<file path="src/rtl/vn_pkg.sv">
// shared types, widths and helpers for the 3d vector normalizer
`timescale 1ns / 1ps
package vn_pkg;

  localparam int unsigned MagW   = 32;
  localparam int unsigned ShW    = 5;
  localparam int unsigned LzW    = 6;
  localparam int unsigned SqW    = 64;
  localparam int unsigned RootW  = 32;
  localparam int unsigned RemW   = 35;
  localparam int unsigned QW     = 17;
  localparam int unsigned FracW  = 16;
  localparam int unsigned NumW   = MagW + FracW + 1;
  localparam int unsigned OutW   = 18;
  localparam int unsigned Lanes  = 3;
  localparam logic [QW-1:0] OneQ16 = QW'(65536);

  typedef struct packed {
    logic [Lanes-1:0][MagW-1:0] mag;
    logic [Lanes-1:0]           neg;
    logic                       zero;
  } vn_side_t;

  function automatic logic [LzW-1:0] lzc32(input logic [MagW-1:0] v);
    logic [LzW-1:0] n;
    logic           found;
    n     = LzW'(MagW);
    found = 1'b0;
    for (int i = MagW - 1; i >= 0; i--) begin
      if (!found && v[i]) begin
        n     = LzW'(MagW - 1 - i);
        found = 1'b1;
      end
    end
    return n;
  endfunction

endpackage

</file>
<file path="src/rtl/vn_div.sv">
// one divider lane: rounded quotient of a component by the length, sign restored
`timescale 1ns / 1ps
module vn_div import vn_pkg::*; (
  input  logic                   clk_i,
  input  logic                   rst_ni,
  input  logic                   en_i,
  input  logic                   valid_i,
  input  logic [MagW-1:0]        mag_i,
  input  logic [RootW-1:0]       len_i,
  input  logic                   neg_i,
  input  logic                   zero_i,
  output logic                   valid_o,
  output logic signed [OutW-1:0] unit_o,
  output logic                   zero_o
);

  logic [QW+1:0]    v_q;
  logic [NumW-1:0]  num_q;
  logic [RootW-1:0] len_q;
  logic             neg_q, zero_q;

  logic [MagW-1:0]  r_q  [QW];
  logic [QW-1:0]    q_q  [QW];
  logic [QW-1:0]    n_q  [QW];
  logic [RootW-1:0] l_q  [QW];
  logic             ng_q [QW];
  logic             z_q  [QW];

  logic [QW-1:0]           qc;
  logic signed [OutW-1:0]  unit_d, unit_q;
  logic                    zo_q;

  always_ff @(posedge clk_i or negedge rst_ni) begin
    if (!rst_ni) begin
      v_q <= '0;
    end else if (en_i) begin
      v_q <= {v_q[QW:0], valid_i};
    end
  end

  always_ff @(posedge clk_i) begin
    if (en_i) begin
      num_q  <= {1'b0, mag_i, {FracW{1'b0}}} + NumW'(len_i >> 1);
      len_q  <= len_i;
      neg_q  <= neg_i;
      zero_q <= zero_i;
    end
  end

  for (genvar k = 0; k < QW; k++) begin : g_step
    logic [MagW-1:0]  r_p, r_d;
    logic [QW-1:0]    q_p, q_d, n_p;
    logic [RootW-1:0] l_p;
    logic             ng_p, z_p;
    logic [MagW:0]    rin;

    if (k == 0) begin : g_first
      assign r_p  = num_q[NumW-1:QW];
      assign q_p  = '0;
      assign n_p  = num_q[QW-1:0];
      assign l_p  = len_q;
      assign ng_p = neg_q;
      assign z_p  = zero_q;
    end else begin : g_next
      assign r_p  = r_q[k-1];
      assign q_p  = q_q[k-1];
      assign n_p  = n_q[k-1];
      assign l_p  = l_q[k-1];
      assign ng_p = ng_q[k-1];
      assign z_p  = z_q[k-1];
    end

    always_comb begin
      rin = {r_p, n_p[QW-1]};
      if (rin >= {1'b0, l_p}) begin
        r_d = MagW'(rin - {1'b0, l_p});
        q_d = {q_p[QW-2:0], 1'b1};
      end else begin
        r_d = rin[MagW-1:0];
        q_d = {q_p[QW-2:0], 1'b0};
      end
    end

    always_ff @(posedge clk_i) begin
      if (en_i) begin
        r_q[k]  <= r_d;
        q_q[k]  <= q_d;
        n_q[k]  <= {n_p[QW-2:0], 1'b0};
        l_q[k]  <= l_p;
        ng_q[k] <= ng_p;
        z_q[k]  <= z_p;
      end
    end
  end

  always_comb begin
    qc     = (q_q[QW-1] > OneQ16) ? OneQ16 : q_q[QW-1];
    unit_d = ng_q[QW-1] ? OutW'(-$signed({1'b0, qc})) : $signed({1'b0, qc});
  end

  always_ff @(posedge clk_i) begin
    if (en_i) begin
      unit_q <= unit_d;
      zo_q   <= z_q[QW-1];
    end
  end

  assign valid_o = v_q[QW+1];
  assign unit_o  = unit_q;
  assign zero_o  = zo_q;

endmodule

</file>
<file path="config.mk">
export PLATFORM = sky130hd
export DESIGN_NAME = vn_div
export DESIGN_NICKNAME = d
export VERILOG_FILES = /design/src/rtl/vn_pkg.sv /design/src/rtl/vn_div.sv
export SDC_FILE = /design/constraint.sdc
export NUM_CORES = 2
export LEC_CHECK = 0
export BUFFER_PORTS_ARGS = -buffer_cell sky130_fd_sc_hd__buf_2
export CORE_ASPECT_RATIO = 1.25
export CORE_MARGIN = 1.5
export CORE_UTILIZATION = 58
export DETAILED_ROUTE_END_ITERATION = 8
export GPL_TIMING_DRIVEN = 0
export PLACE_DENSITY = 0.88
export SYNTH_ARGS = -nofsm -noshare
export SYNTH_HDL_FRONTEND = slang
export SYNTH_SLANG_ARGS = --single-unit
</file>
<file path="constraint.sdc">
create_clock -name clk_i -period 3.2 [get_ports clk_i]
set_input_delay 0.32 -clock clk_i [delete_from_list [all_inputs] [get_ports clk_i]]
set_output_delay 0.32 -clock clk_i [all_outputs]
set_load 0.05 [all_outputs]
</file>
== Word-level counts from Yosys, hierarchy flattened ==
Memories as Yosys holds them, arrays and structs flattened. A register that Yosys moved wholly into a read port is not among the register bits.
Cells that the tools add are included.
W data, S select, Z words.

* Flip-flop bits (word level): 120
* Memory bits (writable): 1683
* Input port bits: 70
* Output and inout port bits: 20
* Word-level logic and storage cells: 88
* Memories kept: 6

{| class="wikitable"
|+ Memories
! memory !! words !! bits a word !! read ports !! clocked after memory_dff !! wr ports !! line !! source
|-
| l_q || 17 || 32 || 16 || 0 || 17 || vn_div.sv:25 || <nowiki>logic [RootW-1:0] l_q [QW];</nowiki>
|-
| r_q || 17 || 32 || 16 || 0 || 17 || vn_div.sv:22 || <nowiki>logic [MagW-1:0] r_q [QW];</nowiki>
|-
| q_q || 17 || 17 || 17 || 0 || 17 || vn_div.sv:23 || <nowiki>logic [QW-1:0] q_q [QW];</nowiki>
|-
| n_q || 17 || 16 || 16 || 0 || 17 || vn_div.sv:24 || <nowiki>logic [QW-1:0] n_q [QW];</nowiki>
|-
| ng_q || 17 || 1 || 17 || 0 || 17 || vn_div.sv:26 || <nowiki>logic ng_q [QW];</nowiki>
|-
| z_q || 17 || 1 || 17 || 1 || 17 || vn_div.sv:27 || <nowiki>logic z_q [QW];</nowiki>
|}

* Add/subtract/negate cells: 19
* $lt $le $gt $ge: 18
* Muxes and demuxes: 38

{| class="wikitable"
|+ Operator list
! operator !! number
|-
| $ge A33 B32 Y1 || 17
|-
| $mux W32 || 17
|-
| $sub A32 B32 Y32 || 17
|-
| $add A48 B31 Y49 || 1
|-
| $mux W17 || 2
|-
| $mux W1 || 19
|-
| $neg A17 Y18 || 1
|-
| $gt A17 B17 Y1 const B || 1
|}

== Depth between registers and ports, before layout ==
An unclocked memory read counts as a cell.

* Word-level depth: 5
* Mapped depth: 15
* Mapped depth without buffers: 13

== Worst setup path after synthesis ==
OpenSTA, ideal clock, no wires.

* Kind: reg-to-reg
* From: memory q_q[16][2] (netlist: q_q[2][2])
* To: register unit_q[10] (netlist: unit_o[10]), data pin
* Setup time: 254 ps
* Arrival time: 3070 ps
* Required time: 2946 ps
* Path slack: -123 ps
* Cell stages (with the launch flop): 14
* Buffers on the path: 1
* Clock period less this slack: 3323 ps
* Cells stage by stage: edfxtp_1 -> or4_1 -> nor3_1 -> nand3_1 -> or3_1 -> o21ai_1 -> clkbuf_1 -> nand2_1 -> ha_1 -> o21ai_0 -> nand2_1 -> nand3_1 -> o21ai_0 -> a21o_1

{| class="wikitable"
|+ RTL lines
! element !! line !! source
|-
| from (decl) || vn_div.sv:23 ||
|-
| to (signal assigned) || vn_div.sv:103 || <nowiki>unit_q <= unit_d;</nowiki>
|-
| to (decl) || vn_div.sv:30 || <nowiki>logic signed [OutW-1:0] unit_d, unit_q;</nowiki>
|}

==> metrics <==
status finished, violations left; violated checks setup timing; Inst Count DP 8482; Die H 405.6 um; Synth Register Bits 1316; TNS Setup -172200 ps; Die Area roughly 0.13 mm^2; final period utilization 1.204; Worst slew margin 0.2449; Worst-path clk slew 60 ps; Nets 7853; Num CTS Buffers 137; Critical Path RT 3740 ps; initial antenna violation count 4; Mapped Area 0.07519 mm^2; ys flop type edfxtp_1; Fmax 259.5 MHz; pre-CTS setup slack -2253 ps; most frequent cells after synthesis edfxtp_1 (1297), inv_1 (656), ha_1 (560); Tot Pwr 96.02 mW; drt drc 0; Critical Path Start r_q[0][341]; RSZ-0062 raised after global routing yes; gr usage total 0.3152; syn_area_per_cell roughly 11 um^2; layout cells sized above 1 0.1909; largest net degree at the start of global routing between 150 and 200; Reg2Reg Setup Slack -650 ps; max-capacitance violation count 0; Sequential Area 0.03942 mm^2; vias in the first global route around 58000; Final Cell Area 0.08974 mm^2; area grow syn2layout 19.35%; DP HPWL 150100 um; largest family of logic cells by synthesized area compound AO/OA/AOI/OAI gates; initial detailed-routing violation count 3988; synthesized-area fraction occupied by adder cells 0.09771; xor-xnor portion of the synthesized cell area 0.05533; end-of-flow core utilization 0.6980; CP arrival 4390 ps; Initial Utilization 0.5848; H-tree depth 4; number of synthesized flops with an enable pin 1297; WL per Instance 24.28 um; yosys warns 0; post-synthesis mux area share 0.04060; reg2reg path depth 12; FILL cells 8383; RePlAce Congestion 1.059; Root Buffer clkbuf_16; Worst Setup EP r_q[0][368]; final setup margin -653.0 ps; Simple-Gate Fraction of Synth Area 0.09695; minimum clock period 3853 ps; Ports 90; clock skew roughly 37 ps; Num Clock Sinks approximately 1300; worst r2r src r_q[0][341]; area leader, netlist edfxtp_1; top-area cell type share of the netlist area 0.5180; area occupied by multi-input gates 0.03624 mm^2; crit path kind reg2reg; total wire length 219200 um; Detail Route Antenna Nets 0; clock latency on the worst-skew pair 810 ps; endpoints failing setup 716; Area after DPL 0.07805 mm^2; compound-cell area share of the yosys netlist 0.1436; Pleak ~36 nW; first-pass GRT wire length approximately 310000 um; Yosys cell types 93; syn nets 7318; worst hold slack 62.86 ps; core box area between 0.1 and 0.15 mm^2; Die W 325.0 um; VDD IR max 0.5567 mV; Post-Synthesis Cells 6671; PD cells 1070 mW/mm^2; CTS tree yes; worst min-delay path class in2reg; total global routing overflow 0; top-count cell post-synth edfxtp_1; Clock Tree Buf Depth 3; routed via count between 50000 and 60000; row count 147; Non-Filler Instances 9025; Final Hold Viols 0; worst reg2reg endpoint r_q[0][368]; Port Buffers 89; Setup crit end kind flip-flop; Pre-Repair DR Iteration Count 6; ys async rst share 0.01444; CP startpoint kind flip-flop; Via density approximately 6.2; worst slew pin tran 1123 ps; sequential fraction of the synthesis area 0.5243; Pins Over Slew Limit 0; worst-path fanout max 7; largest cells by area after synthesis edfxtp_1 (52%), ha_1 (9.3%), a21oi_1 (3.6%), xnor2_1 (3.4%), inv_1 (3.3%)
==> layout make-up <==
type                            instances  share of cell area
Timing Repair Buffer                  416             0.04169
Multi-Input combinational cell       4556              0.4038
Inverter                              656             0.02752
Antenna cell                            3          0.00008365
Clock buffer                          167             0.04075
Buffer                                123             0.01468
Tap cell                             1713             0.02388
Sequential cell                      1316              0.4393
Clock inverter                         75            0.008268
==> cells in the final DEF (no fill, tap or decap), drive strengths merged, types with 16 or more instances in the layout <==
cell / instances
o21a: 71
o31a: 21
buf: 401
and4: 16
or2: 25
fa: 17
nand2: 430
nor3: 103
o31ai: 41
xor2: 182
ha: 560
o21ai: 400
nor2: 412
mux2: 248
nor2b: 76
a211o: 19
or3: 32
dfrtp: 19
and2: 27
edfxtp: 1297
clkinv: 46
o21bai: 54
a21o: 253
a211oi: 53
dlygate4sd3: 56
a31oi: 64
nand4: 75
inv: 662
mux2i: 26
nand2b: 79
nor4: 25
nand3: 122
a21oi: 546
clkbuf: 249
and3: 49
xnor2: 293
o211ai: 31
==> registers in the layout, indices dropped and copies added (netlist names), 16 cells and up <==
| name | flops |
|---|---|
| v_q | 19 |
| g_step.l_p | 16 |
| l_q | 512 |
| ng_q | 17 |
| z_q | 17 |
| unit_o | 18 |
| r_q | 512 |
| q_q | 153 |
| num_q | 49 |
==> per-layer routing <==
layer	part of all wire	global-route usage	routed length, um
met1	0.28	0.2342	60720
met3	0.043	0.04944	9445
met5	0.000050	0	11
met4	0.14	0.3897	31210
met2	0.54	0.6099	117800
==> where the power goes <==
group          leakage [nW]  switching (mW)  internal [mW]
Combinational          21.4            28.8           22.6
Sequential             12.9            2.98           25.7
Clock                  2.13            6.77           9.18
Total                  36.4            38.5           57.5
==> worst min-delay path by stage <==
| stage | from | endpoint | slack, ps | depth (start not counted) |
|---|---|---|---|---|
| 2_1_floorplan | rst_ni | v_q[0] | 20 | 0 |
| 3_3_place_gp | rst_ni | v_q[0] | 250 | 1 |
| 3_5_place_dp | rst_ni | v_q[18] | 270 | 1 |
| 4_1_cts | mag_i[7] | num_q[23] | 50 | 3 |
| 5_1_grt | mag_i[7] | num_q[23] | 80 | 3 |
| 6_report | en_i | l_q[0][30] | 60 | 1 |
==> critical path, cell delays in order, from the launching register on <==
cell and delay [ps]:
edfxtp_1 410, ha_1 300, clkbuf_1 280, nand2_1 90
nor2_1 300, nand3_1 160, nor4_2 860, a211o_1 280
a21o_1 170, a211oi_4 80, buf_12 160, buf_12 160
mux2_4 340
==> kinds of logic (layout without fill, tap and decap cells) <==
group | Yosys count | count (layout)
AO/OA/AOI/OAI | 1708 | 1708
other | 0 | 3
adder cells (fa/ha/maj) | 577 | 577
XOR/XNOR | 475 | 475
buffers and inverters | 799 | 1437
multiplexers | 274 | 274
flip-flops | 1316 | 1316
AND/OR/NAND/NOR | 1522 | 1522
==> what timing repair did <==
item                                    4_1_cts  5_1_grt
hold endpoints to repair                     74        0
setup buffers                               144      104
gates cloned                                  9       10
pin swaps                                   139      107
resized for setup                           719      283
hold buffers                                 56        0
endpoints found under the setup margin      823      834
(Power assumes the default switching activity.)
